## src/hdl/sliding_median_filter_assert.svh

```systemverilog
// ============================================================================
// sliding_median_filter_assert - assertion macros for the median filter
// Concurrent checks clocked on clk and held off while rst_n is low.
// ============================================================================
`ifndef SLIDING_MEDIAN_FILTER_ASSERT_SVH
`define SLIDING_MEDIAN_FILTER_ASSERT_SVH

`ifndef SYNTHESIS
// same-cycle implication
`define SMF_ASSERT_IMP(lbl, ante, cons) \
  lbl: assert property (@(posedge clk) disable iff (!rst_n) (ante) |-> (cons)) \
    else $error("smf: same-cycle check failed");
// next-cycle implication
`define SMF_ASSERT_NXT(lbl, ante, cons) \
  lbl: assert property (@(posedge clk) disable iff (!rst_n) (ante) |=> (cons)) \
    else $error("smf: next-cycle check failed");
`else
`define SMF_ASSERT_IMP(lbl, ante, cons)
`define SMF_ASSERT_NXT(lbl, ante, cons)
`endif

`endif

```

## src/hdl/smf_pkg.sv

```systemverilog
// ============================================================================
// smf_pkg - shared types and constants of the sliding median filter
// Register map, controller states and window control bundle.
// ============================================================================
`timescale 1ns / 1ps

package smf_pkg;

  // window_size register
  localparam int          WS_W       = 5;
  localparam logic [4:0]  WS_RESET   = 5'd5;
  localparam int          MIN_WINDOW = 3;

  // config port
  localparam int          CFG_AW     = 3;
  localparam int          CFG_DW     = 32;
  localparam int          CFG_IDX_W  = CFG_AW - 2;
  localparam logic [CFG_IDX_W-1:0] REG_WINDOW_SIZE = '0;

  typedef enum logic [2:0] {
    ST_IDLE,
    ST_MED,
    ST_SUM,
    ST_DIVGO,
    ST_DIV,
    ST_HOLD
  } smf_state_t;

  typedef struct packed {
    logic wr_en;
    logic rot_left;
    logic rot_right;
  } smf_win_ctrl_t;

endpackage

```

## src/hdl/smf_in_if.sv

```systemverilog
// ============================================================================
// smf_in_if - sample input channel
// valid/ready handshake carrying one signed sample per beat.
// ============================================================================
`timescale 1ns / 1ps

interface smf_in_if #(
  parameter int SAMPLE_WIDTH = 16
);
  logic                           valid;
  logic                           ready;
  logic signed [SAMPLE_WIDTH-1:0] sample;

  modport source (output valid, output sample, input ready);
  modport sink   (input valid, input sample, output ready);
endinterface

```

## src/hdl/smf_out_if.sv

```systemverilog
// ============================================================================
// smf_out_if - filtered result channel
// valid/ready handshake carrying the filtered value and the full flag.
// ============================================================================
`timescale 1ns / 1ps

interface smf_out_if #(
  parameter int SAMPLE_WIDTH = 16
);
  logic                           valid;
  logic                           ready;
  logic signed [SAMPLE_WIDTH-1:0] filtered;
  logic                           window_full;

  modport source (output valid, output filtered, output window_full, input ready);
  modport sink   (input valid, input filtered, input window_full, output ready);
endinterface

```

## src/hdl/smf_window.sv

```systemverilog
// ============================================================================
// smf_window - sample window as a bank of rotating shift registers
// Each entry rotates one bit per cycle while rot_left or rot_right is set;
// the columns at bit 0 and the sign bit are tapped across all entries.
// ============================================================================
`timescale 1ns / 1ps

module smf_window #(
  parameter  int MAX_WINDOW   = 16,
  parameter  int SAMPLE_WIDTH = 16,
  localparam int IDX_W        = $clog2(MAX_WINDOW)
) (
  input  logic                   clk,
  input  smf_pkg::smf_win_ctrl_t ctrl,
  input  logic [IDX_W-1:0]       wr_idx,
  input  logic [SAMPLE_WIDTH-1:0] wr_data,
  output logic [MAX_WINDOW-1:0]  col_lsb,
  output logic [MAX_WINDOW-1:0]  col_msb
);

  logic [SAMPLE_WIDTH-1:0] entry_r [MAX_WINDOW];

  always_ff @(posedge clk) begin
    for (int i = 0; i < MAX_WINDOW; i++) begin
      if (ctrl.wr_en && (wr_idx == IDX_W'(i))) begin
        entry_r[i] <= wr_data;
      end else if (ctrl.rot_left) begin
        entry_r[i] <= {entry_r[i][SAMPLE_WIDTH-2:0], entry_r[i][SAMPLE_WIDTH-1]};
      end else if (ctrl.rot_right) begin
        entry_r[i] <= {entry_r[i][0], entry_r[i][SAMPLE_WIDTH-1:1]};
      end
    end
  end

  always_comb begin
    for (int i = 0; i < MAX_WINDOW; i++) begin
      col_lsb[i] = entry_r[i][0];
      col_msb[i] = entry_r[i][SAMPLE_WIDTH-1];
    end
  end

endmodule

```

## src/hdl/smf_div.sv

```systemverilog
// ============================================================================
// smf_div - serial signed-by-unsigned divider, truncating toward zero
// Restoring division, one quotient bit per cycle over the dividend width.
// ============================================================================
`timescale 1ns / 1ps

module smf_div #(
  parameter int DVD_W = 20,
  parameter int DVS_W = 5,
  parameter int QUO_W = 16
) (
  input  logic             clk,
  input  logic             rst_n,
  input  logic             start,
  input  logic [DVD_W-1:0] dividend,
  input  logic [DVS_W-1:0] divisor,
  output logic             done,
  output logic [QUO_W-1:0] quotient
);

  localparam int CNT_W = $clog2(DVD_W);

  logic             busy_r, busy_nxt;
  logic             done_r, done_nxt;
  logic             neg_r, neg_nxt;
  logic [CNT_W-1:0] cnt_r, cnt_nxt;
  logic [DVD_W-1:0] dvd_r, dvd_nxt;
  logic [DVS_W-1:0] rem_r, rem_nxt;
  logic [QUO_W-1:0] quo_r, quo_nxt;
  logic [DVS_W:0]   trial;
  logic [DVS_W:0]   diff;
  logic             ge;

  always_comb begin
    trial    = {rem_r, dvd_r[DVD_W-1]};
    ge       = (trial >= {1'b0, divisor});
    diff     = trial - {1'b0, divisor};
    busy_nxt = busy_r;
    done_nxt = 1'b0;
    neg_nxt  = neg_r;
    cnt_nxt  = cnt_r;
    dvd_nxt  = dvd_r;
    rem_nxt  = rem_r;
    quo_nxt  = quo_r;
    if (start) begin
      busy_nxt = 1'b1;
      cnt_nxt  = '0;
      rem_nxt  = '0;
      quo_nxt  = '0;
      neg_nxt  = dividend[DVD_W-1];
      dvd_nxt  = dividend[DVD_W-1] ? (~dividend + DVD_W'(1)) : dividend;
    end else if (busy_r) begin
      // remainder stays below the divisor, so DVS_W bits hold it
      rem_nxt = ge ? diff[DVS_W-1:0] : trial[DVS_W-1:0];
      quo_nxt = {quo_r[QUO_W-2:0], ge};
      dvd_nxt = {dvd_r[DVD_W-2:0], 1'b0};
      cnt_nxt = cnt_r + CNT_W'(1);
      if (cnt_r == CNT_W'(DVD_W - 1)) begin
        busy_nxt = 1'b0;
        done_nxt = 1'b1;
      end
    end
  end

  always_ff @(posedge clk) begin
    if (!rst_n) begin
      busy_r <= 1'b0;
      done_r <= 1'b0;
      cnt_r  <= '0;
    end else begin
      busy_r <= busy_nxt;
      done_r <= done_nxt;
      cnt_r  <= cnt_nxt;
    end
  end

  always_ff @(posedge clk) begin
    neg_r <= neg_nxt;
    dvd_r <= dvd_nxt;
    rem_r <= rem_nxt;
    quo_r <= quo_nxt;
  end

  assign done     = done_r;
  assign quotient = neg_r ? (~quo_r + QUO_W'(1)) : quo_r;

endmodule

```

## src/hdl/sliding_median_filter.sv

```systemverilog
// ============================================================================
// sliding_median_filter - circular-window median, fill-phase mean
// Median: ST_MED walks the bits, then ST_HOLD loads the output register once free.
// Mean (filling): ST_SUM, ST_DIVGO, ST_DIV, ST_HOLD; SUM_W = W+clog2(MAX_WINDOW).
// New samples are taken only in ST_IDLE; the column walk does one bit per cycle.
// Sync active-low reset: window_size=5, pointer and fill count zero, store unknown.
// ============================================================================
`timescale 1ns / 1ps
`include "sliding_median_filter_assert.svh"

module sliding_median_filter #(
  parameter int MAX_WINDOW   = 16,
  parameter int SAMPLE_WIDTH = 16
) (
  input  logic                        clk,
  input  logic                        rst_n,
  smf_in_if.sink                      in_ch,
  smf_out_if.source                   out_ch,
  input  logic                        cfg_psel,
  input  logic                        cfg_penable,
  input  logic                        cfg_pwrite,
  input  logic [smf_pkg::CFG_AW-1:0]  cfg_paddr,
  input  logic [smf_pkg::CFG_DW-1:0]  cfg_pwdata,
  output logic [smf_pkg::CFG_DW-1:0]  cfg_prdata,
  output logic                        cfg_pready
);

  localparam int IDX_W  = $clog2(MAX_WINDOW);
  localparam int SUM_W  = SAMPLE_WIDTH + $clog2(MAX_WINDOW); // holds any window sum
  localparam int STEP_W = $clog2(SUM_W);
  localparam int ZC_W   = $clog2(MAX_WINDOW + 1);
  localparam int CS_W   = $clog2(2 * MAX_WINDOW + 1);      // column count plus carry
  localparam int WS_W   = smf_pkg::WS_W;

  // --------------------------------------------------------------------------
  // State
  // --------------------------------------------------------------------------
  smf_pkg::smf_state_t state_r, state_nxt;

  logic [WS_W-1:0]         ws_r;
  logic [IDX_W-1:0]        wp_r, wp_nxt;
  logic [WS_W-1:0]         fill_r, fill_nxt;
  logic [WS_W-1:0]         k_r, k_nxt;        // rank still sought among candidates
  logic [MAX_WINDOW-1:0]   sel_r, sel_nxt;    // median candidates / entries summed
  logic [STEP_W-1:0]       step_r, step_nxt;
  logic [CS_W-1:0]         carry_r, carry_nxt;
  logic [SUM_W-1:0]        sum_r, sum_nxt;
  logic [SAMPLE_WIDTH-1:0] res_r, res_nxt;
  logic                    full_r, full_nxt;
  logic                    out_valid_r, out_valid_nxt;
  logic [SAMPLE_WIDTH-1:0] out_data_r, out_data_nxt;
  logic                    out_full_r, out_full_nxt;

  // --------------------------------------------------------------------------
  // Datapath helpers
  // --------------------------------------------------------------------------
  logic                    in_fire;
  logic                    slot_free;
  logic [WS_W-1:0]         len_cur;
  logic [WS_W-1:0]         fill_inc;
  logic [MAX_WINDOW-1:0]   len_mask;
  logic [MAX_WINDOW-1:0]   fill_mask;
  logic [MAX_WINDOW-1:0]   col_lsb, col_msb;
  logic [MAX_WINDOW-1:0]   col;
  logic [MAX_WINDOW-1:0]   lo_set;
  logic [ZC_W-1:0]         zeros;
  logic [CS_W-1:0]         colsum;
  logic                    lsb_phase;
  logic                    bitv;
  logic                    div_start;
  logic                    div_done;
  logic [SAMPLE_WIDTH-1:0] div_quo;
  smf_pkg::smf_win_ctrl_t  win_ctrl;

  logic                               cfg_wr;
  logic [smf_pkg::CFG_IDX_W-1:0]      cfg_idx;

  assign in_fire   = in_ch.valid && in_ch.ready;
  assign slot_free = !out_valid_r || out_ch.ready;

  // lengths above the store depth saturate
  assign len_cur  = (32'(ws_r) > MAX_WINDOW) ? WS_W'(MAX_WINDOW) : ws_r;
  assign fill_inc = (fill_r < len_cur) ? (fill_r + WS_W'(1)) : fill_r;

  always_comb begin
    for (int i = 0; i < MAX_WINDOW; i++) begin
      len_mask[i]  = (32'(len_cur) > 32'(i));
      fill_mask[i] = (32'(fill_inc) > 32'(i));
    end
  end

  // --------------------------------------------------------------------------
  // Config port: single register, user writes only in idle (block does not enforce)
  // --------------------------------------------------------------------------
  assign cfg_wr     = cfg_psel && cfg_penable && cfg_pwrite;
  assign cfg_idx    = cfg_paddr[smf_pkg::CFG_AW-1:2];
  assign cfg_pready = 1'b1;
  assign cfg_prdata = (cfg_idx == smf_pkg::REG_WINDOW_SIZE) ? smf_pkg::CFG_DW'(ws_r) : '0;

  always_ff @(posedge clk) begin
    if (!rst_n) begin
      ws_r <= smf_pkg::WS_RESET;
    end else if (cfg_wr && cfg_pready && (cfg_idx == smf_pkg::REG_WINDOW_SIZE)) begin
      ws_r <= cfg_pwdata[WS_W-1:0];
    end
  end

  // --------------------------------------------------------------------------
  // Window store and divider
  // --------------------------------------------------------------------------
  smf_window #(
    .MAX_WINDOW   (MAX_WINDOW),
    .SAMPLE_WIDTH (SAMPLE_WIDTH)
  ) u_window (
    .clk     (clk),
    .ctrl    (win_ctrl),
    .wr_idx  (wp_r),
    .wr_data (in_ch.sample),
    .col_lsb (col_lsb),
    .col_msb (col_msb)
  );

  smf_div #(
    .DVD_W (SUM_W),
    .DVS_W (WS_W),
    .QUO_W (SAMPLE_WIDTH)
  ) u_div (
    .clk      (clk),
    .rst_n    (rst_n),
    .start    (div_start),
    .dividend (sum_r),
    .divisor  (fill_r),
    .done     (div_done),
    .quotient (div_quo)
  );

  // --------------------------------------------------------------------------
  // Controller
  //   MED : radix select, sign bit first. Each cycle counts candidates whose
  //         current bit puts them in the lower half; the rank k decides which
  //         half survives and what the result bit is.
  //   SUM : bit-serial column sum, LSB first, sign columns repeated for the
  //         extension bits; carry holds the column overflow.
  // --------------------------------------------------------------------------
  always_comb begin
    state_nxt     = state_r;
    wp_nxt        = wp_r;
    fill_nxt      = fill_r;
    k_nxt         = k_r;
    sel_nxt       = sel_r;
    step_nxt      = step_r;
    carry_nxt     = carry_r;
    sum_nxt       = sum_r;
    res_nxt       = res_r;
    full_nxt      = full_r;
    out_valid_nxt = out_valid_r && !out_ch.ready;
    out_data_nxt  = out_data_r;
    out_full_nxt  = out_full_r;
    win_ctrl      = '0;
    div_start     = 1'b0;
    lsb_phase     = (32'(step_r) < SAMPLE_WIDTH);
    col           = (state_r == smf_pkg::ST_SUM && lsb_phase) ? col_lsb : col_msb;
    // sign column: a set bit means the smaller value
    lo_set        = (step_r == '0) ? col : ~col;
    zeros         = ZC_W'($countones(sel_r & lo_set));
    colsum        = CS_W'($countones(col & sel_r)) + carry_r;
    bitv          = 1'b0;

    unique case (state_r)
      smf_pkg::ST_IDLE: begin
        if (in_fire) begin
          if (32'(len_cur) < smf_pkg::MIN_WINDOW) begin
            // short window: sample passes through, pointer and fill count untouched
            res_nxt   = in_ch.sample;
            full_nxt  = 1'b0;
            state_nxt = smf_pkg::ST_HOLD;
          end else begin
            win_ctrl.wr_en = 1'b1;
            wp_nxt   = ((32'(wp_r) + 32'd1) >= 32'(len_cur)) ? '0 : (wp_r + IDX_W'(1));
            fill_nxt = fill_inc;
            step_nxt = '0;
            if (fill_inc < len_cur) begin
              sel_nxt   = fill_mask;
              carry_nxt = '0;
              state_nxt = smf_pkg::ST_SUM;
            end else begin
              sel_nxt   = len_mask;
              k_nxt     = len_cur >> 1;
              state_nxt = smf_pkg::ST_MED;
            end
          end
        end
      end

      smf_pkg::ST_MED: begin
        win_ctrl.rot_left = 1'b1;
        if (32'(k_r) < 32'(zeros)) begin
          sel_nxt = sel_r & lo_set;
          bitv    = (step_r == '0);
        end else begin
          k_nxt   = k_r - WS_W'(zeros);
          sel_nxt = sel_r & ~lo_set;
          bitv    = (step_r != '0);
        end
        res_nxt  = {res_r[SAMPLE_WIDTH-2:0], bitv};
        step_nxt = step_r + STEP_W'(1);
        if (step_r == STEP_W'(SAMPLE_WIDTH - 1)) begin
          full_nxt  = 1'b1;
          state_nxt = smf_pkg::ST_HOLD;
        end
      end

      smf_pkg::ST_SUM: begin
        win_ctrl.rot_right = lsb_phase;
        sum_nxt   = {colsum[0], sum_r[SUM_W-1:1]};
        carry_nxt = colsum >> 1;
        step_nxt  = step_r + STEP_W'(1);
        if (step_r == STEP_W'(SUM_W - 1)) begin
          state_nxt = smf_pkg::ST_DIVGO;
        end
      end

      smf_pkg::ST_DIVGO: begin
        div_start = 1'b1;
        state_nxt = smf_pkg::ST_DIV;
      end

      smf_pkg::ST_DIV: begin
        if (div_done) begin
          res_nxt   = div_quo;
          full_nxt  = 1'b0;
          state_nxt = smf_pkg::ST_HOLD;
        end
      end

      smf_pkg::ST_HOLD: begin
        if (slot_free) begin
          out_valid_nxt = 1'b1;
          out_data_nxt  = res_r;
          out_full_nxt  = full_r;
          state_nxt     = smf_pkg::ST_IDLE;
        end
      end

      default: begin
        state_nxt = smf_pkg::ST_IDLE;
      end
    endcase
  end

  always_ff @(posedge clk) begin
    if (!rst_n) begin
      state_r <= smf_pkg::ST_IDLE;
    end else begin
      state_r <= state_nxt;
    end
  end

  always_ff @(posedge clk) begin
    if (!rst_n) begin
      wp_r        <= '0;
      fill_r      <= '0;
      step_r      <= '0;
      out_valid_r <= 1'b0;
    end else begin
      wp_r        <= wp_nxt;
      fill_r      <= fill_nxt;
      step_r      <= step_nxt;
      out_valid_r <= out_valid_nxt;
    end
  end

  always_ff @(posedge clk) begin
    k_r        <= k_nxt;
    sel_r      <= sel_nxt;
    carry_r    <= carry_nxt;
    sum_r      <= sum_nxt;
    res_r      <= res_nxt;
    full_r     <= full_nxt;
    out_data_r <= out_data_nxt;
    out_full_r <= out_full_nxt;
  end

  assign in_ch.ready        = (state_r == smf_pkg::ST_IDLE);
  assign out_ch.valid       = out_valid_r;
  assign out_ch.filtered    = out_data_r;
  assign out_ch.window_full = out_full_r;

  // --------------------------------------------------------------------------
  // Checks
  // --------------------------------------------------------------------------
  // pointer never leaves the store, even after the length shrinks
  `SMF_ASSERT_IMP(a_wp_in_store, 1'b1, (32'(wp_r) < MAX_WINDOW))
  // the sought rank always lies inside the surviving candidate set
  `SMF_ASSERT_IMP(a_rank_in_set, (state_r == smf_pkg::ST_MED), (32'(k_r) < $countones(sel_r)))
  // mean divisor is never zero
  `SMF_ASSERT_IMP(a_div_nonzero, (state_r == smf_pkg::ST_DIVGO), (fill_r != '0))
  // a result beat appears only out of the hold state
  `SMF_ASSERT_NXT(a_out_from_hold, (state_r != smf_pkg::ST_HOLD) && !out_valid_r, !out_valid_r)

endmodule
```

## src/flat_wrapper.sv

```systemverilog
// flat-port wrapper written by rule: the top's interface ports become plain ports
module sliding_median_filter_flat 
#(
  parameter int MAX_WINDOW   = 16,
  parameter int SAMPLE_WIDTH = 16
)
  (clk, rst_n, cfg_psel, cfg_penable, cfg_pwrite, cfg_paddr, cfg_pwdata, cfg_prdata, cfg_pready, in_ch_valid, in_ch_sample, in_ch_ready, out_ch_valid, out_ch_filtered, out_ch_window_full, out_ch_ready);
  smf_in_if #(.SAMPLE_WIDTH(SAMPLE_WIDTH)) in_ch_i ();
  smf_out_if #(.SAMPLE_WIDTH(SAMPLE_WIDTH)) out_ch_i ();
  input  logic clk;
  input  logic rst_n;
  input  logic cfg_psel;
  input  logic cfg_penable;
  input  logic cfg_pwrite;
  input  logic [smf_pkg::CFG_AW-1:0] cfg_paddr;
  input  logic [smf_pkg::CFG_DW-1:0] cfg_pwdata;
  output logic [smf_pkg::CFG_DW-1:0] cfg_prdata;
  output logic cfg_pready;
  input wire logic [$bits(in_ch_i.valid)-1:0] in_ch_valid;
  input wire logic [$bits(in_ch_i.sample)-1:0] in_ch_sample;
  output wire logic [$bits(in_ch_i.ready)-1:0] in_ch_ready;
  output wire logic [$bits(out_ch_i.valid)-1:0] out_ch_valid;
  output wire logic [$bits(out_ch_i.filtered)-1:0] out_ch_filtered;
  output wire logic [$bits(out_ch_i.window_full)-1:0] out_ch_window_full;
  input wire logic [$bits(out_ch_i.ready)-1:0] out_ch_ready;
  assign in_ch_i.valid = in_ch_valid;
  assign in_ch_i.sample = in_ch_sample;
  assign in_ch_ready = in_ch_i.ready;
  assign out_ch_valid = out_ch_i.valid;
  assign out_ch_filtered = out_ch_i.filtered;
  assign out_ch_window_full = out_ch_i.window_full;
  assign out_ch_i.ready = out_ch_ready;
  sliding_median_filter #(.MAX_WINDOW(MAX_WINDOW), .SAMPLE_WIDTH(SAMPLE_WIDTH)) u_core (.clk(clk), .rst_n(rst_n), .in_ch(in_ch_i), .out_ch(out_ch_i), .cfg_psel(cfg_psel), .cfg_penable(cfg_penable), .cfg_pwrite(cfg_pwrite), .cfg_paddr(cfg_paddr), .cfg_pwdata(cfg_pwdata), .cfg_prdata(cfg_prdata), .cfg_pready(cfg_pready));
endmodule
```

## config.mk

```make
export PLATFORM = sky130hd
export DESIGN_NAME = sliding_median_filter_flat
export DESIGN_NICKNAME = d
export VERILOG_FILES = /design/src/hdl/smf_pkg.sv /design/src/hdl/smf_in_if.sv /design/src/hdl/smf_out_if.sv /design/src/hdl/smf_window.sv /design/src/hdl/smf_div.sv /design/src/hdl/sliding_median_filter.sv /design/src/flat_wrapper.sv
export VERILOG_INCLUDE_DIRS = /design/src /design/src/hdl
export SDC_FILE = /design/constraint.sdc
export NUM_CORES = 1
export LEC_CHECK = 0
export BUFFER_PORTS_ARGS = -buffer_cell sky130_fd_sc_hd__buf_2
export CAP_MARGIN = 10
export CELL_PAD_IN_SITES_DETAIL_PLACEMENT = 1
export CELL_PAD_IN_SITES_GLOBAL_PLACEMENT = 2
export CORE_MARGIN = 1
export CORE_UTILIZATION = 37
export DETAILED_ROUTE_END_ITERATION = 16
export PLACE_DENSITY = 0.82
export SLEW_MARGIN = 20
export SYNTH_ARGS = -nofsm -noshare
export SYNTH_HDL_FRONTEND = slang
export SYNTH_SLANG_ARGS = --single-unit
```

## constraint.sdc

```tcl
create_clock -name clk -period 6.2 [get_ports clk]
set_clock_uncertainty 0.05 [all_clocks]
set_input_delay 1.24 -clock clk [delete_from_list [all_inputs] [get_ports clk]]
set_output_delay 1.24 -clock clk [all_outputs]
set_load 0.03 [all_outputs]
```

After elaboration in Yosys (flattened, before gate mapping)
Memories as Yosys holds them, arrays and structs flattened.
Cells that the tools add are included.
{"block": "totals", "ramBits": 256, "out_inout_bits": 52, "word_cells": 413, "memories": 1, "reg_bits": 153, "inputBits": 58}
{"memory": "u_core.u_window.entry_r", "depth": 16, "width": 16, "read_ports": 16, "rd_clocked_by_memory_dff": 0, "write_ports": 16, "line_no": "smf_window.sv:21", "source": "logic [SAMPLE_WIDTH-1:0] entry_r [MAX_WINDOW];"}
{"block": "classes", "muxes": 189, "n_lt_le_gt_ge": 40, "reduce_logical": 46, "add_sub_neg": 40, "bitwise": 43, "n_eq_ne": 33}
{"op": "$mux W16", "count": 42}
{"op": "$mux W1", "count": 116}
{"op": "$gt A5 B4 Y1 const B", "count": 16}
{"op": "$mux W20", "count": 3}
{"op": "$mux W5", "count": 10}
{"op": "$add A6 B6 Y6", "count": 8}
{"op": "$and A16 B16 Y16", "count": 3}
{"op": "$not A16 Y16", "count": 3}
{"op": "$pmux W16 S3", "count": 1}
{"op": "$gt A5 B3 Y1 const B", "count": 8}
{"op": "$add A5 B5 Y5", "count": 7}
{"op": "$add A1 B1 Y2", "count": 16}
{"op": "$eq A4 B4 Y1 const B", "count": 8}
{"op": "$ge A32 B5 Y1", "count": 1}
{"op": "$or A1 B1 Y1", "count": 32}
{"op": "$pmux W16 S2", "count": 1}
{"op": "$logic_and A1 B1 Y1", "count": 22}
{"op": "$add A20 B1 Y20 const B", "count": 1}
{"op": "$gt A5 B1 Y1 const B", "count": 4}
{"op": "$gt A5 B2 Y1 const B", "count": 4}
{"op": "$not A20 Y20", "count": 1}
{"op": "$pmux W5 S2", "count": 2}
{"op": "$mux W3", "count": 6}
{"op": "$mux W6", "count": 3}
{"op": "40 further kinds", "count": 73}

Logic depth before layout (Yosys ltp)
{"block": "logic_depth", "depth_word": 13, "depth_mapped": 29, "depth_no_buf": 25}

Modules after synthesis
Synthesis repeated with hierarchy kept, for this count alone.
{"block": "unflattened", "cells_unflattened": 2606, "area_unflattened_um2": 25007.7}
{"module": "smf_window", "seq_area_each_um2": 7687.4, "n_inst": 1, "area_each_um2": 14915.6, "cells_per_inst": 1584}
{"module": "sliding_median_filter", "seq_area_each_um2": 2862.7, "n_inst": 1, "area_each_um2": 7176.9, "cells_per_inst": 707}
{"module": "smf_div", "seq_area_each_um2": 1191.1, "n_inst": 1, "area_each_um2": 2915.3, "cells_per_inst": 315}

Least setup slack after synthesis
No wires, ideal clock.
{"block": "synth_timing", "path_kind": "register to register", "start": "register u_core.state_r[2]", "end": "register u_core.sel_r[2], data pin", "t_required_ns": 5.893, "period_less_slack_ns": 6.783, "arrival_time_ns": 6.476, "slack_ns": -0.583, "path_buffers": 4, "path_stages_with_launch": 29, "setup_ns": 0.257, "path_cell_list": "dfxtp_1 -> clkbuf_1 -> nor4b_1 -> clkbuf_1 -> clkbuf_1 -> nand2_1 -> a21boi_1 -> xnor2_1 -> and2_1 -> ha_1 -> inv_1 -> fa_1 -> inv_1 -> fa_1 -> fa_1 -> inv_1 -> fa_1 -> inv_1 -> ha_1 -> inv_1 -> fa_1 -> ha_1 -> o21ai_0 -> a21oi_1 -> mux2i_1 -> and2_1 -> buf_4 -> xnor2_1 -> a32o_1"}
{"block": "synth_via", "elab_chain_cells": 13, "word_cells_on_any_way": 28, "cone_classes": "15 x add/sub; 1 x order compare; 2 x eq/ne; 4 x mux; 4 x bitwise; 2 x reduce/logical"}
{"element": "start: declaration", "line_no": "sliding_median_filter.sv:38", "source": "smf_pkg::smf_state_t state_r, state_nxt;"}
{"element": "start signal: assignment", "line_no": "sliding_median_filter.sv:253", "source": "state_r <= smf_pkg::ST_IDLE;"}
{"element": "start signal: assignment", "line_no": "sliding_median_filter.sv:255", "source": "state_r <= state_nxt;"}
{"element": "$eq A3 B2 Y1", "line_no": "sliding_median_filter.sv:162", "source": "col = (state_r == smf_pkg::ST_SUM && lsb_phase) ? col_lsb : col_msb;"}
{"element": "$logic_and A1 B1 Y1", "line_no": "sliding_median_filter.sv:162"}
{"element": "$mux W16", "line_no": "sliding_median_filter.sv:162"}
{"element": "$not A16 Y16", "line_no": "sliding_median_filter.sv:164", "source": "lo_set = (step_r == '0) ? col : ~col;"}
{"element": "$mux W16", "line_no": "sliding_median_filter.sv:164"}
{"element": "$and A16 B16 Y16", "line_no": "sliding_median_filter.sv:165, sliding_median_filter.sv:198"}
{"element": "$add A1 B1 Y2 (not written as such)", "line_no": "sliding_median_filter.sv:165", "source": "zeros = ZC_W'($countones(sel_r & lo_set));"}
{"element": "$add A5 B5 Y5 (not written as such) (3 in series)", "line_no": "sliding_median_filter.sv:165"}
{"element": "$lt A5 B5 Y1", "line_no": "sliding_median_filter.sv:197", "source": "if (32'(k_r) < 32'(zeros)) begin"}
{"element": "$mux W16", "line_no": "sliding_median_filter.sv:197"}
{"element": "$pmux W16 S2 *", "line_no": "sliding_median_filter.sv:169", "source": "unique case (state_r)"}
{"element": "via u_core.sel_nxt[2]", "line_no": "sliding_median_filter.sv:44", "source": "logic [MAX_WINDOW-1:0] sel_r, sel_nxt;"}
{"element": "end signal: assignment", "line_no": "sliding_median_filter.sv:275", "source": "sel_r <= sel_nxt;"}
{"element": "end: declaration", "line_no": "sliding_median_filter.sv:44"}
Mark *: on every way through the listed nets, which the timed path passes. The rest lies on a longest branch.
A chain may end at the register's enable or synchronous reset.

Worst setup path after layout
{"block": "layout_timing", "start": "register u_core.state_r[1]", "end": "register u_core.sel_r[12], data pin"}
Same word-level chain as after synthesis.

==> flow_summary.json <==
{
  "gp_congestion": 0.848,
  "max_cap_viol_count": 0,
  "required_ps": 6430,
  "area_delta_synth_final_pct": 14.3,
  "drive_above_1_share_pct": 12.3,
  "synth_ff_type": "edfxtp_1",
  "num_vias": 16599,
  "violations": "setup timing",
  "num-fill-cells": 6508,
  "cts_sinks": 408,
  "worstSetupStartpointType": "flip-flop",
  "rsz0062_at_grt": "true",
  "worst_pin_slew_ps": 1170,
  "antenna_found_initial": 0,
  "io_buffers": 52,
  "grt_pass1_wl_mm": 94.7,
  "synth_cells": 2213,
  "hold_viol": 0,
  "dpl.cell_count": 2943,
  "die_width_um": 245,
  "hold_buffers": 0,
  "status": "finished, violations left",
  "clk_latency_ps": 590,
  "num-nets-final": 2387,
  "setup_viol": 22,
  "dpl-instance-area_um2": 23200,
  "min_period_over_period_pct": 107,
  "cts_buffer_depth": 3,
  "dieArea_um2": 60300,
  "cpPeakStageDelay_ps": 660,
  "seq_area_frac_synth_pct": 53.5,
  "die_h_um": 245,
  "vias_per_cell": 5.46,
  "dr.pass1.iters": 5,
  "core.rowCount": 88,
  "syn_area_um2": 21900,
  "grt-ovfl-total": 0,
  "cp_max_fo": 7,
  "cts-htree-levels": 2,
  "worst_path_most_repeated_cell": "inv_2",
  "ant_nets": 0,
  "core_area_um2": 58100,
  "drc": 0,
  "ys_warn_count": 0,
  "design_area_um2": 25100,
  "critical_path.endpoint_type": "flip-flop",
  "synth_largest_area_cell": "edfxtp_1",
  "timing_worst_setup_path_type": "flip-flop to flip-flop",
  "cts_tree": "built",
  "n_antenna_cell": 0,
  "cts_root_buf": "clkbuf_16",
  "clk_pin_slew_ps": 60,
  "final_common_cell": "edfxtp_1",
  "drt_iter0_markers": 1040,
  "maxSlewHeadroom_pct": 21.4,
  "ys_ff_latch": 408,
  "slew_viol_final": 0,
  "dpl.hpwl_mm": 39.7,
  "grt_pass1_vias": 16975,
  "yosysTopAreaCellShare_pct": 48.9,
  "grt_max_degree": 205,
  "wire_per_inst_um": 19.7,
  "final_cell_mix": "edfxtp_1 (357), nand2_1 (334), a21oi_1 (304)",
  "start_util_pct": 37.7,
  "ios": 110,
  "synth_edf_count": 357,
  "fmax_ghz": 0.151,
  "period_minus_slack_ps": 6620,
  "numCtsBuffers": 47,
  "setup_ws_ps": -419,
  "grt_usage_pct": 19.6,
  "hold_class": "flip-flop to flip-flop",
  "synth_cell_types": 73,
  "crit_slowest_cell": "or4_4",
  "cp.arrival_ps": 6850,
  "wirelength_mm": 59.8,
  "synth.area.top_cells": "edfxtp_1 (49%), a21oi_1 (7.1%), o21ai_1 (6.5%)",
  "fin_cells": 3041,
  "synth_area_per_cell_um2": 9.91,
  "async_flop_share_pct": 0
}
## worst max-delay path, delay by kind of cell (launching register included)
| kind | cells | cell delay, ps |
|---|---|---|
| flops | 1 | 340 |
| simple gates | 3 | 1060 |
| buf+inv | 8 | 630 |
| xor+xnor | 3 | 430 |
| compound gates | 4 | 520 |
| mux | 1 | 310 |
| fa+ha+maj | 8 | 2960 |
## through the flow
step           util, %  TNS, ps  worst slack (ps)  hold WS, ps
2_1_floorplan        -     -131             -26.9          350
6_report          43.1    -6270              -419          409
3_3_place_gp      40.0    -3430              -206          390
4_1_cts           42.7    -6680              -342          404
3_5_place_dp      40.0    -7720              -422          359
5_1_grt           43.1   -11370              -634          411
## registers in the layout, indices dropped and copies added, names as in the netlist, 3 cells and up
register	count
u_core.u_window.entry_r	256
u_core.sum_r	20
u_core.u_div.dvd_r	20
u_core.out_ch.filtered	16
u_core.res_r	16
u_core.sel_r	16
u_core.u_div.quo_r	16
u_core.carry_r	5
u_core.fill_r	5
u_core.k_r	5
u_core.step_r	5
u_core.u_div.cnt_r	5
u_core.u_div.rem_r	5
u_core.ws_r	5
u_core.wp_r	4
u_core.state_r	3
## final cells by class
cell class / count / area, um2 / area share, %
well taps: 765 / 957 / 3.82
flip-flops and latches: 408 / 11700 / 46.9
repair buffers: 145 / 1100 / 4.38
inverters: 81 / 312 / 1.24
multi-input cells: 1556 / 9430 / 37.6
clock inverters: 32 / 295 / 1.18
clock buffers: 54 / 1220 / 4.88
## synthesized netlist by cell type, drive strengths merged (20+ instances only)
cell type / number
edfxtp: 357
nand2: 335
dfxtp: 51
fa: 26
buf: 39
inv: 80
xor2: 43
nor2: 71
xnor2: 29
and2: 38
a21oi: 309
mux2i: 30
nor3: 20
clkbuf: 155
nor2b: 26
ha: 64
o21ai: 334
## worst paths after layout
check                                        from                    endpoint  slack (ps)  depth (start not counted)
worst min register to register   u_core.res_r[15]  u_core.out_ch.filtered[15]         410                          0
worst min-delay path             u_core.res_r[15]  u_core.out_ch.filtered[15]         410                          0
worst max register to register  u_core.state_r[1]            u_core.sel_r[12]        -420                         27
worst max-delay path            u_core.state_r[1]            u_core.sel_r[12]        -420                         27
## metal layers
| metal | vias up | GRT usage, % | part of all wire [%] | routed length, um |
|---|---|---|---|---|
| met5 | - | 0 | 0 | 0 |
| met4 | 0 | 5.50 | 2.4 | 1440 |
| met3 | 83 | 2.49 | 3.5 | 2120 |
| met2 | 262 | 32.8 | 48 | 28700 |
| met1 | 8329 | 26.5 | 46 | 27500 |
| li1 | 7925 | - | - | - |
## logic make-up (layout without fill, tap and decap cells)
logic type	Yosys count	count (layout)	share of synthesized area, %
other	2	28	0.0342
XOR/XNOR	72	72	2.88
AO/OA/AOI/OAI	766	766	19.2
multiplexers	31	31	1.42
buffers and inverters	275	312	5.21
adder cells (fa/ha/maj)	90	90	6.02
flip-flops	408	408	53.5
AND/OR/NAND/NOR	569	569	11.7
## timing repair
item | in CTS | in global routing
gates resized for setup | 9 | 28
setup buffers | 3 | 9
cloned | 1 | 2
pin swaps | 21 | 15
endpoints found under the setup margin | 22 | 24
Power is not shown: default switching activity piles up to over one toggle a cycle in this logic, so the estimate is an artifact.
